$ cat src/rtl/assert_macros.svh
// shared assertion macros, all sampled on the rising clock edge and off during reset
`ifndef ASSERT_MACROS_SVH
`define ASSERT_MACROS_SVH

// condition that must hold in every cycle
`define ASSERT_ALWAYS(label, clk, rst, expr, msg) \
   label: assert property (@(posedge clk) disable iff (rst) (expr)) else $error(msg);

// consequence in the same cycle
`define ASSERT_IMPLIES(label, clk, rst, ante, cons, msg) \
   label: assert property (@(posedge clk) disable iff (rst) (ante) |-> (cons)) else $error(msg);

// consequence in the next cycle
`define ASSERT_NEXT(label, clk, rst, ante, cons, msg) \
   label: assert property (@(posedge clk) disable iff (rst) (ante) |=> (cons)) else $error(msg);

`endif

$ cat src/rtl/cfps_pkg.sv
`default_nettype none

package cfps_pkg;

   localparam int DATA_WIDTH = 32;
   localparam int WORD_BYTES = DATA_WIDTH / 8;
   localparam int CSR_INDEX_WIDTH = 3;
   localparam int LOG2_WIDTH = 5;
   localparam int TIMEOUT_WIDTH = 16;

   // request codes
   localparam logic [1:0] OP_PROGRAM = 2'd0;
   localparam logic [1:0] OP_ERASE = 2'd1;
   localparam logic [1:0] OP_READ_DATA = 2'd2;
   localparam logic [1:0] OP_TICK = 2'd3;

   // result kinds
   localparam logic [1:0] KIND_WRITE = 2'd0;
   localparam logic [1:0] KIND_READ = 2'd1;
   localparam logic [1:0] KIND_DONE = 2'd2;
   localparam logic [1:0] KIND_FAIL = 2'd3;

   // flash commands, one byte per 16-bit half
   localparam logic [7:0] CMD_READ_ID = 8'h90;
   localparam logic [7:0] CMD_CONFIGURE = 8'h60;
   localparam logic [7:0] CMD_CONFIRM = 8'hd0;
   localparam logic [7:0] CMD_PROGRAM = 8'h40;
   localparam logic [7:0] CMD_ERASE = 8'h20;
   localparam logic [7:0] CMD_CLEAR_STATUS = 8'h50;

   // status bits
   localparam logic [7:0] ST_READY = 8'h80;
   localparam logic [7:0] ST_ERASE_ERR = 8'h20;
   localparam logic [7:0] ST_PROG_ERR = 8'h10;
   localparam logic [7:0] ST_VPEN_LOW = 8'h08;
   localparam logic [7:0] ST_PROTECTED = 8'h02;
   localparam logic [7:0] ID_LOCKED = 8'h01;

   // register indexes
   localparam logic [CSR_INDEX_WIDTH-1:0] CSR_BANK0_BASE = 3'd0;
   localparam logic [CSR_INDEX_WIDTH-1:0] CSR_BANK1_BASE = 3'd1;
   localparam logic [CSR_INDEX_WIDTH-1:0] CSR_BANK0_LENGTH = 3'd2;
   localparam logic [CSR_INDEX_WIDTH-1:0] CSR_REGION_BOUNDARY = 3'd3;
   localparam logic [CSR_INDEX_WIDTH-1:0] CSR_REGION0_LOG2 = 3'd4;
   localparam logic [CSR_INDEX_WIDTH-1:0] CSR_REGION1_LOG2 = 3'd5;
   localparam logic [CSR_INDEX_WIDTH-1:0] CSR_TIMEOUT = 3'd6;

   // register reset values
   localparam logic [DATA_WIDTH-1:0] BANK0_LENGTH_RESET = '1;
   localparam logic [DATA_WIDTH-1:0] REGION_BOUNDARY_RESET = '1;
   localparam logic [LOG2_WIDTH-1:0] BLOCK_LOG2_RESET = 5'd17;
   localparam logic [TIMEOUT_WIDTH-1:0] TIMEOUT_RESET = 16'(6 * 1000);
   localparam logic [LOG2_WIDTH-1:0] BLOCK_LOG2_MIN = 5'd8;
   localparam logic [LOG2_WIDTH-1:0] BLOCK_LOG2_MAX = 5'd24;

   typedef struct packed {
      logic [1:0]            op;
      logic [DATA_WIDTH-1:0] offset;
      logic [DATA_WIDTH-1:0] wdata;
      logic [WORD_BYTES-1:0] byte_enable;
   } req_type;

   typedef struct packed {
      logic [1:0]            kind;
      logic [DATA_WIDTH-1:0] bus_address;
      logic [DATA_WIDTH-1:0] bus_data;
      logic                  last;
   } rsp_type;

   // settings the address map needs
   typedef struct packed {
      logic [DATA_WIDTH-1:0] bank0_base;
      logic [DATA_WIDTH-1:0] bank1_adjust;   // bank1_base - bank0_length
      logic [DATA_WIDTH-1:0] bank0_length;
      logic [DATA_WIDTH-1:0] region_boundary;
      logic [LOG2_WIDTH-1:0] region0_log2;
      logic [LOG2_WIDTH-1:0] region1_log2;
   } map_cfg_type;

   typedef struct packed {
      logic [DATA_WIDTH-1:0] word_address;
      logic [DATA_WIDTH-1:0] block_address;
      logic [DATA_WIDTH-1:0] page;
   } map_type;

   function automatic logic [DATA_WIDTH-1:0] both_halves(input logic [7:0] value);
      return {8'h00, value, 8'h00, value};
   endfunction

   function automatic rsp_type make_rsp(input logic [1:0] kind,
                                        input logic [DATA_WIDTH-1:0] address,
                                        input logic [DATA_WIDTH-1:0] data);
      rsp_type r;
      r.kind = kind;
      r.bus_address = address;
      r.bus_data = data;
      r.last = 1'b0;
      return r;
   endfunction

endpackage

`default_nettype wire

$ cat src/rtl/cfps_addr_map.sv
`default_nettype none

module cfps_addr_map (
   input  logic [cfps_pkg::DATA_WIDTH-1:0] offset,
   input  cfps_pkg::map_cfg_type           cfg,
   output cfps_pkg::map_type               map
);
   import cfps_pkg::*;

   logic [LOG2_WIDTH-1:0] raw_log2;
   logic [LOG2_WIDTH-1:0] block_log2;
   logic [DATA_WIDTH-1:0] mask;
   logic [DATA_WIDTH-1:0] phys;

   always_comb begin
      raw_log2 = (offset < cfg.region_boundary) ? cfg.region0_log2 : cfg.region1_log2;
      priority if (raw_log2 < BLOCK_LOG2_MIN) begin
         block_log2 = BLOCK_LOG2_MIN;
      end else if (raw_log2 > BLOCK_LOG2_MAX) begin
         block_log2 = BLOCK_LOG2_MAX;
      end else begin
         block_log2 = raw_log2;
      end
      mask = ~((DATA_WIDTH'(1) << block_log2) - DATA_WIDTH'(1));
      phys = (offset < cfg.bank0_length) ? offset + cfg.bank0_base
                                         : offset + cfg.bank1_adjust;
      map.word_address = {phys[DATA_WIDTH-1:2], 2'b00};
      map.block_address = phys & mask;
      map.page = offset & mask;
   end

endmodule

`default_nettype wire

$ cat src/rtl/cfi_flash_program_erase_sequencer.sv
// response: the first bus word of an item is offered in the cycle after the item is taken
// throughput: one item per cycle while items cause at most one word and each word is
//   taken as it is offered; an item that causes more words (up to three) holds the
//   request side until its last word leaves the single result port
// reset: synchronous, active high; sequencer idle, no page unlocked, registers at defaults
`default_nettype none
`include "assert_macros.svh"

module cfi_flash_program_erase_sequencer (
   input  logic                                clock,
   input  logic                                reset,
   input  logic                                req_valid,
   output logic                                req_ready,
   input  cfps_pkg::req_type                   req_data,
   output logic                                rsp_valid,
   input  logic                                rsp_ready,
   output cfps_pkg::rsp_type                   rsp_data,
   input  logic                                csr_we,
   input  logic [cfps_pkg::CSR_INDEX_WIDTH-1:0] csr_index,
   input  logic [cfps_pkg::DATA_WIDTH-1:0]     csr_wdata
);
   import cfps_pkg::*;

   // sequencer phases
   localparam logic [1:0] PH_IDLE = 2'd0;
   localparam logic [1:0] PH_LOCK_WAIT = 2'd1;     // waiting for the ReadID lock word
   localparam logic [1:0] PH_UNLOCK_POLL = 2'd2;   // polling status after clearing locks
   localparam logic [1:0] PH_OP_POLL = 2'd3;       // polling status after program or erase

   localparam int RSP_DEPTH = 3;

   // configuration registers
   map_cfg_type                  map_cfg_ff, map_cfg_in;
   logic [DATA_WIDTH-1:0]        bank1_base_ff, bank1_base_in;
   logic [TIMEOUT_WIDTH-1:0]     timeout_ff, timeout_in;

   // sequencer state
   logic [1:0]                   phase_ff, phase_in;
   logic                         is_erase_ff, is_erase_in;
   logic [DATA_WIDTH-1:0]        word_address_ff, word_address_in;
   logic [DATA_WIDTH-1:0]        block_address_ff, block_address_in;
   logic [DATA_WIDTH-1:0]        pending_word_ff, pending_word_in;
   logic [DATA_WIDTH-1:0]        last_page_ff, last_page_in;
   logic [TIMEOUT_WIDTH-1:0]     poll_count_ff, poll_count_in;

   // result buffer: words of one item, head at entry 0
   rsp_type                      rsp_buf_ff [RSP_DEPTH];
   rsp_type                      rsp_new [RSP_DEPTH];
   logic [1:0]                   rsp_cnt_ff, rsp_cnt_in;
   logic [1:0]                   new_cnt;

   map_type                      map;
   logic                         req_fire;
   logic                         rsp_pop;

   // working values of the step
   logic                         cur_erase;
   logic [DATA_WIDTH-1:0]        cur_word, cur_block, target, status_mask;
   logic [DATA_WIDTH-1:0]        packed_word;
   logic                         do_unlock, do_operation, do_clear_locks;
   logic                         do_fail, do_done, do_poll_read, poll_done;

   cfps_addr_map u_addr_map (
      .offset (req_data.offset),
      .cfg    (map_cfg_ff),
      .map    (map)
   );

   // handshakes: a new item may enter while the last buffered word leaves
   assign rsp_valid = (rsp_cnt_ff != 2'd0);
   assign rsp_data  = rsp_buf_ff[0];
   assign rsp_pop   = rsp_valid && rsp_ready;
   assign req_ready = (rsp_cnt_ff == 2'd0) || ((rsp_cnt_ff == 2'd1) && rsp_ready);
   assign req_fire  = req_valid && req_ready;

   // configuration; the bank 1 adjustment is kept ready so mapping needs one add
   always_comb begin
      map_cfg_in = map_cfg_ff;
      bank1_base_in = bank1_base_ff;
      timeout_in = timeout_ff;
      if (csr_we) begin
         unique case (csr_index)
            CSR_BANK0_BASE: map_cfg_in.bank0_base = csr_wdata;
            CSR_BANK1_BASE: begin
               bank1_base_in = csr_wdata;
               map_cfg_in.bank1_adjust = csr_wdata - map_cfg_ff.bank0_length;
            end
            CSR_BANK0_LENGTH: begin
               map_cfg_in.bank0_length = csr_wdata;
               map_cfg_in.bank1_adjust = bank1_base_ff - csr_wdata;
            end
            CSR_REGION_BOUNDARY: map_cfg_in.region_boundary = csr_wdata;
            CSR_REGION0_LOG2: map_cfg_in.region0_log2 = csr_wdata[LOG2_WIDTH-1:0];
            CSR_REGION1_LOG2: map_cfg_in.region1_log2 = csr_wdata[LOG2_WIDTH-1:0];
            CSR_TIMEOUT: timeout_in = csr_wdata[TIMEOUT_WIDTH-1:0];
            default: ;   // writes past the register list are dropped
         endcase
      end
   end

   // partial word: disabled bytes go out as 0xff so they stay erased
   always_comb begin
      for (int i = 0; i < WORD_BYTES; i++) begin
         packed_word[8*i +: 8] = req_data.byte_enable[i] ? req_data.wdata[8*i +: 8] : 8'hff;
      end
   end

   // decide what this item does
   always_comb begin
      phase_in = phase_ff;
      is_erase_in = is_erase_ff;
      word_address_in = word_address_ff;
      block_address_in = block_address_ff;
      pending_word_in = pending_word_ff;
      last_page_in = last_page_ff;
      poll_count_in = poll_count_ff;

      do_unlock = 1'b0;
      do_operation = 1'b0;
      do_clear_locks = 1'b0;
      do_fail = 1'b0;
      do_done = 1'b0;
      do_poll_read = 1'b0;

      poll_done = ((req_data.wdata & both_halves(ST_READY)) == both_halves(ST_READY))
                  || (poll_count_ff >= timeout_ff);
      status_mask = is_erase_ff ? both_halves(ST_ERASE_ERR | ST_VPEN_LOW | ST_PROTECTED)
                                : both_halves(ST_PROG_ERR | ST_VPEN_LOW | ST_PROTECTED);

      cur_erase = is_erase_ff;
      cur_word = word_address_ff;
      cur_block = block_address_ff;

      if (req_fire) begin
         priority if ((req_data.op == OP_PROGRAM || req_data.op == OP_ERASE)
                      && phase_ff == PH_IDLE) begin
            cur_erase = (req_data.op == OP_ERASE);
            cur_word = map.word_address;
            cur_block = map.block_address;
            is_erase_in = cur_erase;
            word_address_in = cur_word;
            block_address_in = cur_block;
            if (cur_erase) begin
               do_unlock = 1'b1;           // erase always checks the locks
            end else begin
               pending_word_in = packed_word;
               last_page_in = map.page;
               // program unlocks only on a page change
               if (map.page != last_page_ff) begin
                  do_unlock = 1'b1;
               end else begin
                  do_operation = 1'b1;
               end
            end
         end else if (req_data.op == OP_TICK) begin
            // ticks count only while polling, saturating
            if ((phase_ff == PH_UNLOCK_POLL || phase_ff == PH_OP_POLL)
                && poll_count_ff != '1) begin
               poll_count_in = poll_count_ff + TIMEOUT_WIDTH'(1);
            end
         end else if (req_data.op == OP_READ_DATA) begin
            unique case (phase_ff)
               PH_LOCK_WAIT: begin
                  if ((req_data.wdata & both_halves(ID_LOCKED)) == '0) begin
                     do_operation = 1'b1;
                  end else begin
                     do_clear_locks = 1'b1;
                  end
               end
               PH_UNLOCK_POLL: begin
                  if (!poll_done) begin
                     do_poll_read = 1'b1;
                  end else if ((req_data.wdata
                                & both_halves(ST_PROG_ERR | ST_VPEN_LOW | ST_PROTECTED))
                               != '0) begin
                     do_fail = 1'b1;
                  end else begin
                     do_operation = 1'b1;
                  end
               end
               PH_OP_POLL: begin
                  if (!poll_done) begin
                     do_poll_read = 1'b1;
                  end else if ((req_data.wdata & status_mask) != '0) begin
                     do_fail = 1'b1;
                  end else begin
                     do_done = 1'b1;
                  end
               end
               default: ;   // stray read data in idle
            endcase
         end else begin
            // program or erase while busy is dropped
         end
      end

      target = cur_erase ? cur_block : cur_word;

      // build the bus words
      for (int i = 0; i < RSP_DEPTH; i++) begin
         rsp_new[i] = '0;
      end
      new_cnt = 2'd0;

      priority if (do_unlock) begin
         rsp_new[0] = make_rsp(KIND_WRITE, cur_block, both_halves(CMD_READ_ID));
         rsp_new[1] = make_rsp(KIND_READ, cur_block + DATA_WIDTH'(8), '0);
         new_cnt = 2'd2;
         phase_in = PH_LOCK_WAIT;
      end else if (do_operation) begin
         if (cur_erase) begin
            rsp_new[0] = make_rsp(KIND_WRITE, cur_block, both_halves(CMD_ERASE));
            rsp_new[1] = make_rsp(KIND_WRITE, cur_block, both_halves(CMD_CONFIRM));
         end else begin
            rsp_new[0] = make_rsp(KIND_WRITE, cur_word, both_halves(CMD_PROGRAM));
            rsp_new[1] = make_rsp(KIND_WRITE, cur_word, pending_word_in);
         end
         rsp_new[2] = make_rsp(KIND_READ, target, '0);
         new_cnt = 2'd3;
         poll_count_in = '0;
         phase_in = PH_OP_POLL;
      end else if (do_clear_locks) begin
         rsp_new[0] = make_rsp(KIND_WRITE, cur_block, both_halves(CMD_CONFIGURE));
         rsp_new[1] = make_rsp(KIND_WRITE, cur_block, both_halves(CMD_CONFIRM));
         rsp_new[2] = make_rsp(KIND_READ, cur_block, '0);
         new_cnt = 2'd3;
         poll_count_in = '0;
         phase_in = PH_UNLOCK_POLL;
      end else if (do_fail) begin
         rsp_new[0] = make_rsp(KIND_WRITE, target, both_halves(CMD_CLEAR_STATUS));
         rsp_new[1] = make_rsp(KIND_FAIL, target, req_data.wdata);
         new_cnt = 2'd2;
         last_page_in = '1;
         phase_in = PH_IDLE;
      end else if (do_done) begin
         rsp_new[0] = make_rsp(KIND_DONE, target, req_data.wdata);
         new_cnt = 2'd1;
         phase_in = PH_IDLE;
      end else if (do_poll_read) begin
         // unlock polling reads the block, operation polling its own target
         rsp_new[0] = make_rsp(KIND_READ,
                               (phase_ff == PH_UNLOCK_POLL) ? cur_block : target, '0);
         new_cnt = 2'd1;
      end else begin
         // nothing to send
      end

      for (int i = 0; i < RSP_DEPTH; i++) begin
         rsp_new[i].last = (new_cnt == 2'(i + 1));
      end
   end

   // buffer count: a new item replaces the buffer, else a pop shifts it
   always_comb begin
      rsp_cnt_in = rsp_cnt_ff;
      if (req_fire) begin
         rsp_cnt_in = new_cnt;
      end else if (rsp_pop) begin
         rsp_cnt_in = rsp_cnt_ff - 2'd1;
      end
   end

   always_ff @(posedge clock) begin
      if (reset) begin
         map_cfg_ff.bank0_base <= '0;
         map_cfg_ff.bank1_adjust <= DATA_WIDTH'(0) - BANK0_LENGTH_RESET;
         map_cfg_ff.bank0_length <= BANK0_LENGTH_RESET;
         map_cfg_ff.region_boundary <= REGION_BOUNDARY_RESET;
         map_cfg_ff.region0_log2 <= BLOCK_LOG2_RESET;
         map_cfg_ff.region1_log2 <= BLOCK_LOG2_RESET;
         bank1_base_ff <= '0;
         timeout_ff <= TIMEOUT_RESET;
         phase_ff <= PH_IDLE;
         is_erase_ff <= 1'b0;
         word_address_ff <= '0;
         block_address_ff <= '0;
         pending_word_ff <= '1;
         last_page_ff <= '1;
         poll_count_ff <= '0;
         rsp_cnt_ff <= 2'd0;
      end else begin
         map_cfg_ff <= map_cfg_in;
         bank1_base_ff <= bank1_base_in;
         timeout_ff <= timeout_in;
         phase_ff <= phase_in;
         is_erase_ff <= is_erase_in;
         word_address_ff <= word_address_in;
         block_address_ff <= block_address_in;
         pending_word_ff <= pending_word_in;
         last_page_ff <= last_page_in;
         poll_count_ff <= poll_count_in;
         rsp_cnt_ff <= rsp_cnt_in;
      end
   end

   // buffered words carry no reset; the count says which are live
   always_ff @(posedge clock) begin
      if (req_fire) begin
         for (int i = 0; i < RSP_DEPTH; i++) begin
            rsp_buf_ff[i] <= rsp_new[i];
         end
      end else if (rsp_pop) begin
         for (int i = 0; i < RSP_DEPTH - 1; i++) begin
            rsp_buf_ff[i] <= rsp_buf_ff[i + 1];
         end
      end
   end

   // the word marked last is always the final one in the buffer
   `ASSERT_IMPLIES(a_last_at_tail, clock, reset, rsp_valid,
      rsp_data.last == (rsp_cnt_ff == 2'd1), "last flag does not match buffer tail")

   // a done or failed word only goes out once the sequencer is back in idle
   `ASSERT_IMPLIES(a_end_in_idle, clock, reset,
      rsp_valid && (rsp_data.kind == KIND_DONE || rsp_data.kind == KIND_FAIL),
      phase_ff == PH_IDLE, "completion word while sequencer busy")

   // a program taken in idle always starts bus traffic
   `ASSERT_NEXT(a_program_emits, clock, reset,
      req_fire && req_data.op == OP_PROGRAM && phase_ff == PH_IDLE,
      rsp_valid && rsp_cnt_ff >= 2'd2, "program request produced no bus words")

endmodule

`default_nettype wire
$ cat config.mk
export PLATFORM = sky130hd
export DESIGN_NAME = cfi_flash_program_erase_sequencer
export DESIGN_NICKNAME = d
export VERILOG_FILES = /design/src/rtl/cfps_pkg.sv /design/src/rtl/cfps_addr_map.sv /design/src/rtl/cfi_flash_program_erase_sequencer.sv
export VERILOG_INCLUDE_DIRS = /design/src /design/src/rtl
export SDC_FILE = /design/constraint.sdc
export NUM_CORES = 1
export LEC_CHECK = 0
export ABC_CLOCK_PERIOD_IN_PS = 13500
export BUFFER_PORTS_ARGS = -buffer_cell sky130_fd_sc_hd__buf_2
export CORE_ASPECT_RATIO = 1.5
export CORE_MARGIN = 8
export CORE_UTILIZATION = 40
export CTS_CLUSTER_DIAMETER = 30
export DETAILED_ROUTE_END_ITERATION = 10
export GPL_TIMING_DRIVEN = 0
export PLACE_DENSITY = 0.53
export SYNTH_ARGS = -nofsm -noshare
export SYNTH_HDL_FRONTEND = slang
export SYNTH_SLANG_ARGS = --single-unit
$ cat constraint.sdc
create_clock -name clock -period 13.5 [get_ports clock]
set_clock_uncertainty 0.15 [all_clocks]
set_input_delay 0.675 -clock clock [delete_from_list [all_inputs] [get_ports clock]]
set_output_delay 0.675 -clock clock [all_outputs]
set_load 0.01 [all_outputs]
==> impl_metrics.env, run 1 <==
export IMPL_grt_pass1_vias=28137
export IMPL_cts_tree="done"
export IMPL_worst_slew_pin_slew_ns=1.10
export IMPL_criticalPathCategory="flip-flop to flip-flop"
export IMPL_hold_buffers=0
export IMPL_final_common_cell="nand2_1"
export IMPL_clock_sinks=503
export IMPL_cts_made_buffers=106
export IMPL_drive_gt1_frac=0.132
export IMPL_power_mw=6.24
export IMPL_wl_per_cell_um=23.6
export IMPL_die_h_um=354
export IMPL_dr_first_iter_drc_count=1703
export IMPL_synth_simple_area_share=0.193
export IMPL_root_buffer="clkbuf_16"
export IMPL_antenna_found_initial=5
export IMPL_synth_adder_area_share=0.0757
export IMPL_synth_ff_type="dfxtp_1"
export IMPL_path_clk_slew_ns=0.05
export IMPL_yosys_cell_types_count=84
export IMPL_r2r_slack_ns=4.55
export IMPL_setup_viol=0
export IMPL_power_density_nw_per_um2=170
export IMPL_slew_limit_headroom=0.247
export IMPL_path_max_fanout=10
export IMPL_dp_cells=4802
export IMPL_syn_area_um2=30500
export IMPL_wl_mm=118
export IMPL_leakage_nw=16.2
export IMPL_initial_core_util=0.402
export IMPL_max_freq_mhz=112
export IMPL_place_congestion=0.987
export IMPL_cp_arrival_ns=9.21
export IMPL_synth_top_family_by_area="compound AO/OA/AOI/OAI gates"
export IMPL_firstDrtPassIters=5
export IMPL_die_x_um=242
export IMPL_synth_edf_count=168
export IMPL_drv_slew=0
export IMPL_syn_avg_cell_area_um2=8.45
export IMPL_row_count=124
export IMPL_final_cells=5004
export IMPL_area_growth_pct=20.0
export IMPL_grt_overflow_total=0
export IMPL_period_share=0.663
export IMPL_h_tree_depth=3
export IMPL_core_um2=75900
export IMPL_synth_seq_cells=503
export IMPL_cts_buffer_depth=3
export IMPL_grt_first_pass_wirelength_mm=175
export IMPL_most_common_layout_cells="492 x nand2_1, 347 x nor2_1, 335 x dfxtp_1"
export IMPL_drv_cap=0
export IMPL_clock_latency_ns=0.68
export IMPL_nNetsFinal=4195
export IMPL_synthArstFlopShare=0
export IMPL_rsz0062_at_grt="no"
export IMPL_antenna_left=0
export IMPL_outcome="complete, no violations"
export IMPL_via_per_inst=5.58
export IMPL_synthMuxAreaShare=0.0429
export IMPL_port_buffers=175
export IMPL_worstPathRequired_ns=13.75
export IMPL_synth_xor_area_frac=0.0330
export IMPL_endpoint_kind="flip-flop"
export IMPL_die_area_um2=85600
export IMPL_synth_compound_area_frac=0.206
export IMPL_hold_class="input pin to flip-flop"
export IMPL_grt_max_degree=55
export IMPL_period_needed_ns=8.95
export IMPL_peakVddDrop_mv=0.165
export IMPL_dp_hpwl_mm=92.9
export IMPL_pin_count=179
export IMPL_timing_setup_tns_ns=0
export IMPL_post_cts_buffers=0
export IMPL_netlist_instances=3613
export IMPL_ys_seq_area_frac=0.385
export IMPL_grt_usage=0.266
export IMPL_yosysWarnings=0
export IMPL_worst_setup_path_start_kind="flip-flop"
export IMPL_vias=27930
export IMPL_post_cts_resized=0
export IMPL_drc=0
export IMPL_hold_viol_final=0
metrics by stage:
step / util / hold slack [ns] / setup WS (ns) / instance area (um2)
final: 0.483 / 0.138 / 4.55 / 36600
after global routing: 0.483 / 0.132 / 4.12 / 36600
after global placement: 0.431 / 0.281 / 4.05 / 32700
after detailed placement: 0.432 / 0.288 / 4.09 / 32800
after CTS: 0.483 / 0.0944 / 4.47 / 36600
after floorplan: - / 0.272 / 6.80 / 30500
path summary, 6_finish.rpt:
kind,end,depth (start not counted),startpoint
max,rsp_buf_ff[0][60],26,map_cfg_ff[43]
min,pending_word_ff[15],3,req_data[19]
max reg2reg,rsp_buf_ff[0][60],26,map_cfg_ff[43]
min reg2reg,last_page_ff[3],2,last_page_ff[3]
synthesized netlist by cell type, types with 10 or more instances:
cell	instances	share of area
a21o_1	47	0.012
a311oi_1	12	0.0034
or3_1	19	0.0039
nand2_1	493	0.061
nor4_1	15	0.0031
nand3_1	71	0.012
a22oi_1	16	0.0039
and2_1	25	0.0051
nand4_1	20	0.0041
nor3b_1	31	0.0076
a211o_1	56	0.016
and3_1	21	0.0043
a22o_1	26	0.0075
nor2_1	347	0.043
a31o_2	11	0.0032
buf_4	68	0.017
buf_1	14	0.0017
nor3_1	76	0.012
edfxtp_1	168	0.17
xor2_1	51	0.015
inv_1	180	0.022
o21a_1	30	0.0074
xnor2_1	64	0.018
nor2b_1	41	0.0084
ha_1	180	0.074
clkbuf_1	164	0.020
o21bai_1	36	0.0089
nand2b_1	51	0.010
a221o_1	19	0.0062
a2111oi_0	10	0.0029
a31oi_1	30	0.0061
mux2_2	43	0.016
buf_2	14	0.0023
a21oi_1	314	0.051
mux2i_1	78	0.026
a211oi_1	27	0.0066
o22a_1	16	0.0046
dfxtp_1	335	0.22
o21ai_0	168	0.028
nand3b_1	43	0.011
o22ai_1	14	0.0029
o211ai_1	38	0.0093
or2_2	13	0.0027
registers in the layout, summed over array words and instances (netlist names), 2 cells and up:
| register | count |
|---|---|
| bank1_base_ff | 32 |
| block_address_ff | 32 |
| last_page_ff | 32 |
| map_cfg_ff | 138 |
| pending_word_ff | 32 |
| phase_ff | 2 |
| poll_count_ff | 16 |
| rsp_buf_ff | 168 |
| rsp_cnt_ff | 2 |
| timeout_ff | 16 |
| word_address_ff | 32 |
critical path, cell delays in order (launching register included):
cell	delay (ns)
dfxtp_1	0.41
inv_1	0.09
ha_1	0.27
a21oi_1	0.05
o21ai_0	0.22
a211o_1	0.20
a31oi_1	0.18
o211ai_1	0.43
a21o_1	0.41
buf_1	0.60
mux2_2	0.28
ha_1	0.21
inv_1	0.08
fa_1	0.44
nor2b_1	0.18
o31a_1	0.22
o221ai_1	0.32
a21oi_1	0.34
o211ai_1	0.14
a2111oi_2	0.67
a22oi_1	0.42
or4_1	0.74
nor4_1	0.61
nand3b_1	0.33
o21ai_0	0.25
mux2i_1	0.12
a221o_1	0.30
cells by family (layout without fill, tap and decap cells):
logic type      Yosys count  after routing
xor+xnor                115            115
simple gates           1285           1285
compound gates          961            961
other cells               1              5
mux                     123            123
buf+inv                 442            821
flops                   503            503
fa+ha+maj               183            183
final cells by class:
| cell class | instances | area, um2 |
|---|---|---|
| clock inverter | 73 | 998 |
| tap | 1008 | 1260 |
| timing repair buffer | 180 | 975 |
| clock buffer | 126 | 2840 |
| fill | 7560 | 39200 |
| buffer | 262 | 1270 |
| inverter | 180 | 676 |
| sequential | 503 | 11800 |
| multi-input combinational | 2669 | 16900 |
| antenna | 3 | 7.51 |
where the power goes:
group	internal, mW	switching, mW
registers	1.94	0.0988
clock network	1.89	0.910
logic	0.519	0.889
total	4.35	1.90
per-layer routing:
metal  up-vias  GRT usage  part of all wire
met2       942      0.484              0.50
li1      13448          -                 -
met3       354     0.0392             0.049
met1     13186      0.278              0.37
met4         0      0.193             0.079
met5         -          0                 0
Note: power is estimated with default switching activity, not from simulation.
==> inputs of run 2 (changes only) <==
ABC_AREA = 1   (was unset)
ABC_CLOCK_PERIOD_IN_PS = 8850   (was 13500)
clock period = 8.85 ns   (was 13.5 ns; I/O delays follow)
==> impl_metrics.env, run 2 <==
export IMPL_outcome="complete, no violations"
export IMPL_worstHoldPathCells=3
export IMPL_power_mw=9.65
export IMPL_die_area_um2=84400
export IMPL_synthTopCellsByCount="863 x nand2_1, 477 x inv_1, 396 x o21ai_0"
export IMPL_yosys_cell_types_count=54
export IMPL_period_share=0.965
export IMPL_drv_cap=0
export IMPL_timing_setup_tns_ns=0
export IMPL_max_freq_mhz=117
export IMPL_setup_viol=0
export IMPL_worst_setup_path_start_kind="flip-flop"
export IMPL_h_tree_depth=3
export IMPL_endpoint_kind="flip-flop"
export IMPL_root_buffer="clkbuf_16"
export IMPL_nNetsFinal=4643
export IMPL_vias=28571
export IMPL_initial_core_util=0.402
export IMPL_grt_max_degree=87
export IMPL_drv_slew=0
export IMPL_cts_made_buffers=109
export IMPL_slew_limit_headroom=0.224
export IMPL_cp_slowest_stage_delay_ns=0.71
export IMPL_netlist_instances=4034
export IMPL_ys_seq_area_frac=0.391
export IMPL_yosysWarnings=0
export IMPL_leakage_nw=17.3
export IMPL_reg2reg_from="map_cfg_ff[43]"
export IMPL_synthArstFlopShare=0
export IMPL_place_congestion=0.964
export IMPL_criticalPathCategory="flip-flop to flip-flop"
export IMPL_worstSetupStartpoint="map_cfg_ff[43]"
export IMPL_crit_buf_inv=5
export IMPL_ff_latch_area_um2=11800
export IMPL_port_buffers=172
export IMPL_fillers=7565
export IMPL_fin_ws_ns=0.313
export IMPL_syn_area_um2=30100
export IMPL_regMostFlops="rsp_buf_ff"
export IMPL_worstPathRequired_ns=9.21
export IMPL_grt_overflow_total=0
export IMPL_critPathMostFrequentCell="o21ai_0"
export IMPL_cts_tree="done"
export IMPL_crit_cells=28
export IMPL_power_density_nw_per_um2=264
export IMPL_cts_buffer_depth=3
export IMPL_pin_count=179
export IMPL_antenna_found_initial=6
export IMPL_most_common_layout_cells="863 x nand2_1, 475 x inv_1, 396 x o21ai_0"
export IMPL_wl_mm=114
export IMPL_synth_top_cell_by_area="dfxtp_1"
export IMPL_peakVddDrop_mv=0.188
export IMPL_synth_edf_count=168
export IMPL_period_needed_ns=8.54
export IMPL_die_h_um=352
export IMPL_synth_top_cell_area_share=0.223
export IMPL_core_um2=74800
export IMPL_synth_ff_type="dfxtp_1"
export IMPL_die_x_um=240
export IMPL_top_regs="rsp_buf_ff x168, map_cfg_ff x138"
export IMPL_final_common_cell="nand2_1"
export IMPL_slowest_stage="o41ai_2"
export IMPL_drc=0
export IMPL_post_cts_resized=0
export IMPL_path_max_fanout=10
export IMPL_rsz0062_at_grt="no"
export IMPL_synth_most_common_cell="nand2_1"
export IMPL_wl_per_cell_um=20.9
export IMPL_synthTopCellsByArea="dfxtp_1 22%, edfxtp_1 17%, nand2_1 11%"
export IMPL_clock_sinks=503
export IMPL_grt_pass1_vias=28426
export IMPL_final_cells=5450
export IMPL_path_clk_slew_ns=0.05
export IMPL_synth_seq_cells=503
export IMPL_grt_usage=0.265
export IMPL_dp_cells=5209
export IMPL_area_growth_pct=21.7
export IMPL_row_count=123
export IMPL_critPathTopFamily="compound AO/OA/AOI/OAI gates"
export IMPL_drive_gt1_frac=0.124
export IMPL_reg2reg_to="rsp_buf_ff[0][49]"
export IMPL_hold_class="input pin to flip-flop"
export IMPL_via_per_inst=5.24
export IMPL_clock_latency_ns=0.68
export IMPL_hold_viol_final=0
export IMPL_r2r_slack_ns=0.31
export IMPL_firstDrtPassIters=8
export IMPL_syn_avg_cell_area_um2=7.45
export IMPL_dr_first_iter_drc_count=2099
export IMPL_cp_arrival_ns=8.90
export IMPL_crit_end="rsp_buf_ff[0][49]"
export IMPL_antenna_left=0
export IMPL_dp_hpwl_mm=89.3
export IMPL_reg2regPathDepth=28
export IMPL_multi_input_area_um2=15200
export IMPL_worst_slew_pin_slew_ns=1.16
export IMPL_place_ws_ns=0.128
export IMPL_largest_register_ffs=168
export IMPL_grt_first_pass_wirelength_mm=171
==> run 2: cell types whose count changed in the layout (fill, tap and decap cells not counted), moves of 51 or more <==
cell	delta
inv_1	+295
nand2_1	+371
o21ai_0	+228
nand2b_1	-51
mux2i_1	-75
nand3_1	+222
a211o_1	-56
nand4_1	+75
nor2_1	-114
==> run 2: worst min-delay path, delay by kind of cell <==
kind	cells	cell delay, ns
AO/OA/AOI/OAI	1	0.14
buffers and inverters	2	0.15
==> run 2: layer usage <==
| layer | track usage | part of all wire |
|---|---|---|
| met2 | 0.504 | 0.52 |
| met3 | 0.0392 | 0.053 |
| met5 | 0 | 0 |
| met4 | 0.142 | 0.058 |
| met1 | 0.277 | 0.37 |
==> run 2: area by class of cell <==
cell class                      instances  area share
Multi-Input combinational cell       2783       0.415
Sequential cell                       503       0.321
Clock buffer                          143      0.0857
Inverter                              486      0.0500
Buffer                                263      0.0365
Tap cell                             1000      0.0342
Timing Repair Buffer                  204      0.0330
Clock inverter                         62      0.0243
Antenna cell                            6    0.000410
==> run 2: repair_timing <==
action	in CTS	in global routing
buffers inserted	0	0
endpoints found under the hold margin	89	0
hold buffers	30	0
==> run 2: kinds of logic after synthesis <==
logic type,synth area share
AND/OR/NAND/NOR,0.230
AO/OA/AOI/OAI,0.166
buffers and inverters,0.105
flip-flops,0.391
adder cells (fa/ha/maj),0.0769
XOR/XNOR,0.0192
multiplexers,0.0119
other,0.000125
==> run 2: worst min-delay path by stage <==
stage,from,to,slack (ns)
2_1_floorplan,word_address_ff[0],word_address_ff[0],0.27
3_3_place_gp,word_address_ff[0],word_address_ff[0],0.29
3_5_place_dp,word_address_ff[0],word_address_ff[0],0.29
4_1_cts,req_data[16],rsp_buf_ff[0][13],0.001
5_1_grt,csr_wdata[5],timeout_ff[5],0.007
6_report,req_data[16],rsp_buf_ff[0][13],0.02
==> run 2: per-stage QoR <==
step / util / hold slack, ns / cell area [um2]
after floorplan: - / 0.270 / 30100
after detailed placement: 0.431 / 0.292 / 32200
after global placement: 0.430 / 0.285 / 32200
after global routing: 0.489 / 0.00735 / 36600
final: 0.489 / 0.0225 / 36600
after CTS: 0.489 / 0.00123 / 36600
==> run 2: report_power, final <==
part	total, mW	internal, mW	switching [mW]
Sequential	3.07	2.94	0.129
Clock	4.41	2.99	1.42
Combinational	2.17	0.712	1.46
Total	9.65	6.64	3.01
==> inputs of run 3 (changes only) <==
CTS_BUF_LIST = sky130_fd_sc_hd__clkbuf_16   (was unset)
==> impl_metrics.env, run 3 (same netlist as run 2, synthesis figures left out) <==
export IMPL_vias=28633
export IMPL_endpoint_kind="flip-flop"
export IMPL_grt_pass1_vias=28440
export IMPL_initial_core_util=0.402
export IMPL_hold_buffers=30
export IMPL_setup_viol=0
export IMPL_criticalPathCategory="flip-flop to flip-flop"
export IMPL_antenna_left=0
export IMPL_top_regs="rsp_buf_ff x168, map_cfg_ff x138"
export IMPL_grt_overflow_total=0
export IMPL_worstSetupStartpoint="map_cfg_ff[43]"
export IMPL_drv_cap=0
export IMPL_cp_arrival_ns=8.86
export IMPL_path_max_fanout=10
export IMPL_wl_mm=114
export IMPL_port_buffers=172
export IMPL_peakVddDrop_mv=0.188
export IMPL_grt_max_degree=87
export IMPL_post_cts_buffers=0
export IMPL_leakage_nw=17.3
export IMPL_firstDrtPassIters=6
export IMPL_clock_latency_ns=0.68
export IMPL_power_density_nw_per_um2=261
export IMPL_critPathTopFamily="compound AO/OA/AOI/OAI gates"
export IMPL_drive_gt1_frac=0.121
export IMPL_drc=0
export IMPL_grt_first_pass_wirelength_mm=171
export IMPL_antenna_found_initial=6
export IMPL_h_tree_depth=3
export IMPL_period_needed_ns=8.50
export IMPL_dp_hpwl_mm=89.3
export IMPL_drv_slew=0
export IMPL_worstHoldStart="req_data[16]"
export IMPL_area_growth_pct=21.3
export IMPL_timing_setup_tns_ns=0
export IMPL_row_count=123
export IMPL_rsz0062_at_grt="no"
export IMPL_root_buffer="clkbuf_16"
export IMPL_cts_made_buffers=109
export IMPL_most_common_layout_cells="863 x nand2_1, 489 x inv_1, 396 x o21ai_0"
export IMPL_cts_tree="done"
export IMPL_cp_slowest_stage_delay_ns=0.71
export IMPL_die_h_um=352
export IMPL_worst_setup_path_start_kind="flip-flop"
export IMPL_worstPathRequired_ns=9.21
export IMPL_hold_class="input pin to flip-flop"
export IMPL_hold_ws_ns=0.0263
export IMPL_outcome="complete, no violations"
export IMPL_pin_count=179
export IMPL_cts_buffer_depth=3
export IMPL_path_clk_slew_ns=0.05
export IMPL_via_per_inst=5.25
export IMPL_slowest_stage="o41ai_2"
export IMPL_core_um2=74800
export IMPL_final_common_cell="nand2_1"
export IMPL_regMostFlops="rsp_buf_ff"
export IMPL_place_congestion=0.964
export IMPL_largest_register_ffs=168
export IMPL_period_share=0.961
export IMPL_crit_buf_inv=5
export IMPL_dr_first_iter_drc_count=1984
export IMPL_max_freq_mhz=118
export IMPL_hold_viol_final=0
export IMPL_post_cts_resized=0
export IMPL_die_x_um=240
export IMPL_clock_sinks=503
export IMPL_reg2reg_from="map_cfg_ff[43]"
export IMPL_critPathMostFrequentCell="o21ai_0"
export IMPL_wl_per_cell_um=20.8
export IMPL_die_area_um2=84400
export IMPL_nNetsFinal=4643
export IMPL_worst_slew_pin_slew_ns=1.14
export IMPL_grt_usage=0.265
export IMPL_slew_limit_headroom=0.238
-- run 3: changes by cell type in the layout (fill, tap and decap cells not counted), sizes merged --
cell / change
clkbuf: -27
inv: +14
clkinv: +13
diode: +1
-- run 3: final cells by class --
type                       instances  area, um2
buffer                           263       1330
timing repair buffer             204       1210
clock inverter                    89        990
clock buffer                     116       2900
sequential                       503      11800
antenna                            7       17.5
multi-input combinational       2783      15200
inverter                         486       1830
tap                             1000       1250
fill                            7588      38300
-- run 3: worst paths after layout --
kind / end / slack, ns / depth (start not counted)
worst max-delay path: rsp_buf_ff[0][49] / 0.35 / 28
worst min-delay path: rsp_buf_ff[0][13] / 0.03 / 3
worst min register to register: word_address_ff[0] / 0.30 / 2
worst max register to register: rsp_buf_ff[0][49] / 0.35 / 28
-- run 3: per-stage QoR --
step                 util  worst slack [ns]  power [mW]  cells  cell area [um2]
floorplan               -              3.58        4.46   4035            30100
global placement    0.430            -0.414        5.27   5207            32200
detailed placement  0.431             0.128        5.26   5209            32200
CTS                 0.487             0.293        9.57   5444            36400
global route        0.487             0.122        9.94   5445            36400
finish              0.487             0.347        9.51   5451            36500
-- run 3: power by group --
group	switching [mW]	internal, mW
registers	0.130	2.94
logic	1.46	0.712
clock network	1.41	2.86
-- run 3: worst reg2reg max path, delay by kind of cell, from the launching register on --
kind	cells	cell delay [ns]
flip-flops	1	0.35
adder cells (fa/ha/maj)	2	0.63
AO/OA/AOI/OAI	12	4.38
multiplexers	1	0.42
buffers and inverters	5	1.09
AND/OR/NAND/NOR	8	1.35
-- run 3: layer usage --
layer  track usage  vias to the layer above  share of wire
met5             0                        -              0
met4         0.145                        0          0.057
met3        0.0389                      292          0.052
met2         0.502                      890           0.52
met1         0.277                    13225           0.37
li1              -                    14226              -
